### src/hw/rtl/dsrt_pkg.sv
// ----------------------------------------------------------------------------
// Downstream record table package
// Shared constants, codes and controller/datapath interface types.
// ----------------------------------------------------------------------------
package dsrt_pkg;

	// default slot count
	localparam int DN_SLOTS_DEF = 16;

	// field widths
	localparam int FACE_W = 16;
	localparam int NONCE_W = 32;
	localparam int TIME_W = 62;
	localparam int TOKEN_W = 64;
	localparam int MARK_W = 8;
	localparam int CFG_W = 32;
	localparam int CFG_IDX_W = 2;

	localparam logic [TIME_W-1:0] TIME_MAX = {TIME_W{1'b1}};

	// register reset values
	localparam logic [CFG_W-1:0] MAX_LIFE_RST = 32'd120000;
	localparam logic [CFG_W-1:0] TICKS_RST = 32'd1000000;

	// register indexes
	localparam logic [CFG_IDX_W-1:0] REG_MAX_LIFE = 2'd0;
	localparam logic [CFG_IDX_W-1:0] REG_TICKS = 2'd1;

	// command codes
	localparam logic [1:0] CMD_INSERT = 2'd0;
	localparam logic [1:0] CMD_DUP = 2'd1;
	localparam logic [1:0] CMD_CLEAR = 2'd2;

	// result status codes
	localparam logic [2:0] ST_NEW = 3'd0;
	localparam logic [2:0] ST_REFRESH = 3'd1;
	localparam logic [2:0] ST_FULL = 3'd2;
	localparam logic [2:0] ST_NODUP = 3'd3;
	localparam logic [2:0] ST_DUP = 3'd4;
	localparam logic [2:0] ST_CLEARED = 3'd5;

	// slot walk outcome
	localparam logic [2:0] K_FIRST = 3'd0;
	localparam logic [2:0] K_REFRESH = 3'd1;
	localparam logic [2:0] K_EMPTY = 3'd2;
	localparam logic [2:0] K_EXPIRED = 3'd3;
	localparam logic [2:0] K_NODUP = 3'd4;
	localparam logic [2:0] K_DUP = 3'd5;

	// stored record of one slot
	typedef struct packed {
		logic [NONCE_W-1:0] nonce;
		logic [TIME_W-1:0]  expiry;
		logic               prefix;
		logic [TOKEN_W-1:0] token;
		logic [MARK_W-1:0]  mark;
	} slot_rec_t;

	// controller to datapath
	typedef struct packed {
		logic load;
		logic step;
		logic commit;
	} dp_cmd_t;

	// datapath to controller
	typedef struct packed {
		logic cmd_walk;
		logic cmd_clear;
		logic cmd_none;
		logic hit;
		logic last;
		logic out_free;
	} dp_stat_t;

endpackage

### src/hw/rtl/dsrt_ctrl.sv
// ----------------------------------------------------------------------------
// Downstream record table controller
// Sequences request capture, slot walk and result commit.
// ----------------------------------------------------------------------------
module dsrt_ctrl (
	input  logic               clk,
	input  logic               arst_n,
	input  logic               in_valid,
	output logic               in_ready,
	input  dsrt_pkg::dp_stat_t stat,
	output dsrt_pkg::dp_cmd_t  cmd
);

	localparam logic [1:0] S_IDLE = 2'd0;
	localparam logic [1:0] S_WALK = 2'd1;
	localparam logic [1:0] S_COMMIT = 2'd2;

	logic [1:0] state_q;
	logic [1:0] state_d;

	// next state and commands
	always_comb begin
		state_d = state_q;
		cmd = '0;
		in_ready = 1'b0;
		case (state_q)
			S_IDLE: begin
				in_ready = 1'b1;
				if (in_valid) begin
					cmd.load = 1'b1;
					state_d = S_WALK;
				end
			end
			S_WALK: begin
				if (stat.cmd_none) begin
					state_d = S_IDLE;
				end else if (stat.cmd_clear) begin
					state_d = S_COMMIT;
				end else begin
					cmd.step = 1'b1;
					if (stat.hit || stat.last) state_d = S_COMMIT;
				end
			end
			S_COMMIT: begin
				if (stat.out_free) begin
					cmd.commit = 1'b1;
					state_d = S_IDLE;
				end
			end
			default: state_d = S_IDLE;
		endcase
	end

	// state register
	always_ff @(posedge clk or negedge arst_n) begin
		if (!arst_n) state_q <= S_IDLE;
		else state_q <= state_d;
	end

endmodule

### config.mk
export PLATFORM = sky130hd
export DESIGN_NAME = dsrt_ctrl
export DESIGN_NICKNAME = d
export VERILOG_FILES = /design/src/hw/rtl/dsrt_pkg.sv /design/src/hw/rtl/dsrt_ctrl.sv
export SDC_FILE = /design/constraint.sdc
export NUM_CORES = 1
export LEC_CHECK = 0
export BUFFER_PORTS_ARGS = -buffer_cell sky130_fd_sc_hd__buf_2
export CAP_MARGIN = 20
export CORE_AREA = 2 2 39 41
export CTS_CLUSTER_SIZE = 25
export DETAILED_ROUTE_END_ITERATION = 6
export DIE_AREA = 0 0 41 43
export PLACE_DENSITY = 0.31
export SYNTH_ARGS = -nofsm -noshare
export SYNTH_HDL_FRONTEND = slang
export SYNTH_SLANG_ARGS = --single-unit
### constraint.sdc
create_clock -name clk -period 1.6 [get_ports clk]
set_clock_uncertainty 0.2 [all_clocks]
set_input_delay 0.08 -clock clk [delete_from_list [all_inputs] [get_ports clk]]
set_output_delay 0.08 -clock clk [all_outputs]
set_load 0.01 [all_outputs]
== Word-level counts from Yosys, hierarchy flattened ==
Cells that the tools add are included.

* Bits of input ports: 9
* Logic and storage cells: 23
* Register bits after elaboration: 2

* Multiplexer cells: 14
* Reductions and logical operators: 3
* Eq/ne operators: 5

{| class="wikitable"
|+ Operators with widths
! operator !! number
|-
| two-way mux 2 bit || 5
|-
| two-way mux 1 bit || 8
|-
| case mux 2 bit (3 select lines) || 1
|-
| inequality test 2 bit (second input constant) || 2
|-
| inequality test 4 bit (second input constant) || 1
|-
| AND reduction 3 bit || 1
|-
| equality test 2 x 1 -> 1 bit (second input constant) || 1
|-
| equality test 2 bit (second input constant) || 1
|-
| zero test 2 bit || 1
|-
| logical OR 1 bit || 1
|}

== Depth between registers and ports, before layout ==
* Word-level depth: 5
* Depth in mapped cells: 2
* Depth with buffers taken out: 2

== Least setup slack after synthesis ==
No wires, ideal clock.

* Kind: flip-flop to flip-flop
* From: register state_q[1]
* To: register state_q[0]
* Cell stages (with the launch flop): 3
* Setup time: 0.065 ns
* Path slack: 0.359 ns
* Clock period less this slack: 1.241 ns
* Data required time: 1.335 ns
* Data arrival time: 0.975 ns
* Buffers on the path: 0
* Cells stage by stage: dfrtp_1 > nor4b_2 > a21o_1

* Longest elaborated chain between the ends: 3
* Elaborated cells on any way between the ends: 8

{| class="wikitable"
|+ Ends and longest elaborated chain
! what !! RTL line !! text
|-
| start, declared || dsrt_ctrl.sv:18 || <nowiki>logic [1:0] state_q;</nowiki>
|-
| start signal, assigned || dsrt_ctrl.sv:57 || <nowiki>else state_q <= state_d;</nowiki>
|-
| equality test 2 x 1 -> 1 bit, or another cell as far along || dsrt_ctrl.sv:26 || <nowiki>case (state_q)</nowiki>
|-
| inequality test 4 bit (no line) or inequality test 2 bit (tied branches) || n/a ||
|-
| AND reduction 3 bit (no line) || n/a ||
|}

Parallel ways exist; a longest one is shown, timed or not.
A chain may end at the register's enable or synchronous reset.

==> summary.txt <==
Status
  • Run status: completed

Route
  • Vias after detailed routing: 168
  • DRC Markers: 0
  • Avg WL per Cell: slightly below 9 um
  • Final wirelength: 426 um
  • Initial DRC Count: 0
  • TritonRoute pass-1 iters: 1
  • Via-per-instance ratio: approximately 3.4
  • Post-route antenna net violation count: 0

Global route
  • Vias in the first global route: 168
  • Largest net degree at the start of global routing: 7
  • All-Layer GR Usage: under 10%
  • First-pass GRT wire length: 621 um
  • Total grt overflow: 0
  • Initial antenna violation count: 0

Worst setup path
  • Crit-path max FO: 2
  • Cell mode on critical path: buf_2
  • Top delay family on crit path: buffers and inverters
  • FF-to-FF path depth: 2
  • Critical Path Max Stage Delay: between 0.5 and 0.6 ns
  • Critical Path, Cell by Cell: dlygate4sd3_1 > buf_2 > nor4b_2 > buf_2
  • Critical path data arrival time: 1.22 ns
  • Crit path depth: 4
  • WP buf/inv: 3
  • WP data required: 1.32 ns
  • Crit start category: primary input
  • Critical Path End Type: output pin
  • Crit Path Class: primary input to output pin
  • Slowest-stage cell, CP: dlygate4sd3_1

Power and ir drop
  • Power Density: 864 nW/um^2
  • LEAKAGE: approximately 0.00014 uW
  • Peak VDD IR: 0.355 mV

Clocking
  • Clock sinks: 2
  • Bufs on Longest Clock Path: 2
  • CTS tree: done
  • Clk slew on worst S/H paths: 0.03 ns
  • Num CTS Buffers: 3
  • H-tree depth: 1
  • Clock Latency Late Sink: approximately 0.22 ns
  • Root Buffer Master: clkbuf_4

Timing
  • RSZ-0062 raised after global routing: false
  • Fin. Hold Viols: 0
  • Period utilization: 94.0%
  • Fmax achieved: 665 MHz
  • TNS Setup: 0 ns
  • Headroom to the max-slew limit: 82.0%
  • Final Setup Violations: 0
  • Max-slew violation count: 0
  • Worst-Margin Slew: 0.269 ns
  • Min Tclk post-route: 1.50 ns

Yosys
  • Post-Synth XOR/XNOR Area: 0%
  • Sequential-to-total area share from yosys stat: 41.2%
  • Main combinational cell family by area after synthesis: simple AND/OR/NAND/NOR gates
  • Synth area leaders: dfrtp_1 41%, nor4b_2 12%, nor2_1 9.3%
  • EDFF count, synth: 0
  • Simple-gate share of the synthesized area: 42.3%
  • Synth cell count leaders: 3 x nor2_1, 2 x dfrtp_1
  • Adder-cell share of the synthesized area: 0%
  • Yosys warnings: 0
  • Leading area contributor after synthesis: dfrtp_1
  • Gate count after technology mapping: 13
  • FFs w/ async S/R, synth: 100%
  • Top-count cell post-synth: nor2_1
  • Post-synthesis compound-gate area fraction: about 13%
  • Predominant post-synthesis flop cell: dfrtp_1
  • Post-synthesis mux area share: 0%
  • Synth top area share: 41.2%
  • Post-synth cell types: 10
  • Post-Syn Area per Cell: roughly 9.3 sq um
  • FF+latch count, synth: 2
  • Syn Nets: 22
  • Mapped Area: 121 sq um

Floorplan
  • Die Height: 43 um
  • Core Box Area: approximately 1400 sq um
  • Num rows: 14
  • Chip width: 41 um
  • DIE AREA: 1760 sq um
  • IO Count: 13
  • Initial Util: 8.77%

Layout
  • Inserted Diodes: 0
  • Post-Layout Inst Area: approximately 280 sq um
  • Share of cells above drive strength 1: 42.4%
  • Max reg flops: 2
  • Top reg by flops: state_q
  • Area Overhead vs Synth: 134%
  • Nets@finish: 44
  • Top Registers: state_q: 2 flops

Place
  • RePlAce Congestion: roughly 0.53
  • Port Buffers: 11
  • DP Area: 196 sq um

Worst hold path
  • WHS Path Cells: 3
  • Worst hold path type: primary input to flop

Job
  • Max cap viols: 0
final timing paths:
| kind | from | to | slack [ns] |
|---|---|---|---|
| worst max-delay path | stat[4] | cmd[1] | 0.1 |
| worst min-delay path | in_valid | state_q[0] | 0.09 |
| worst max register to register | state_q[1] | state_q[1] | 0.34 |
| worst min register to register | state_q[0] | state_q[1] | 0.38 |
| max in group asynchronous | arst_n | state_q[1] | 0.57 |
| min in group asynchronous | arst_n | state_q[0] | 0.50 |
timing repair:
| item | 4_1_cts | 5_1_grt |
|---|---|---|
| hold endpoints to repair | 4 | 0 |
| setup endpoints to repair | 0 | 1 |
| gates resized for setup | 0 | 0 |
| setup buffers | 0 | 0 |
| hold buffers | 8 | 0 |
cells in the final DEF (no fill, tap or decap):
cell type | synthesis | layout
nor2_1 | 3 | 3
dlygate4sd3_1 | 0 | 7
dfrtp_1 | 2 | 2
clkbuf_4 | 0 | 3
or3b_1 | 1 | 1
o32ai_1 | 1 | 1
nor3_1 | 1 | 1
nand2_1 | 1 | 1
nor4b_2 | 1 | 1
a21o_1 | 1 | 1
nor3b_1 | 1 | 1
buf_2 | 0 | 10
inv_1 | 1 | 1
routing by layer:
metal | GRT usage, % | wire, um
met1 | 6.09 | 214
met2 | 7.81 | 149
met3 | 3.14 | 61
met4 | 6.00 | 0
met5 | 0 | 0
cell families after synthesis:
logic type | after synthesis
AO/OA/AOI/OAI | 2
AND/OR/NAND/NOR | 8
flip-flops | 2
buffers and inverters | 1
tightest hold or removal path: stages:
cell and delay [ns]:
buf_2 0.09, nor3b_1 0.14, a21o_1 0.16
area by class of cell:
cell class / count / area [sq um]
inverter: 1 / 3.75
tap: 16 / 20.0
clock buffer: 3 / 22.5
timing repair buffer: 17 / 120
sequential: 2 / 50.0
fill: 150 / 1100
multi-input combinational: 10 / 67.6
per-stage QoR:
| step | instances | setup slack [ns] | util, % | total power (uW) | hold WS (ns) |
|---|---|---|---|---|---|
| after CTS | 51 | 0.0361 | 21.6 | 258 | 0.0880 |
| after global routing | 49 | 0.0452 | 20.5 | 267 | 0.104 |
| after floorplan | 13 | 0.359 | - | 95.5 | -0.416 |
| final | 49 | 0.0959 | 20.5 | 245 | 0.0947 |
| after global placement | 40 | 0.362 | 14.2 | 123 | -0.336 |
| after detailed placement | 40 | 0.336 | 14.2 | 124 | -0.333 |
where the power goes:
| part | internal [uW] | switching (uW) |
|---|---|---|
| logic | 37.7 | 27.4 |
| registers | 58.7 | 11.4 |
| clock network | 82.7 | 27.5 |
| total | 179 | 66.2 |
Note: power is estimated with default switching activity, not from simulation.
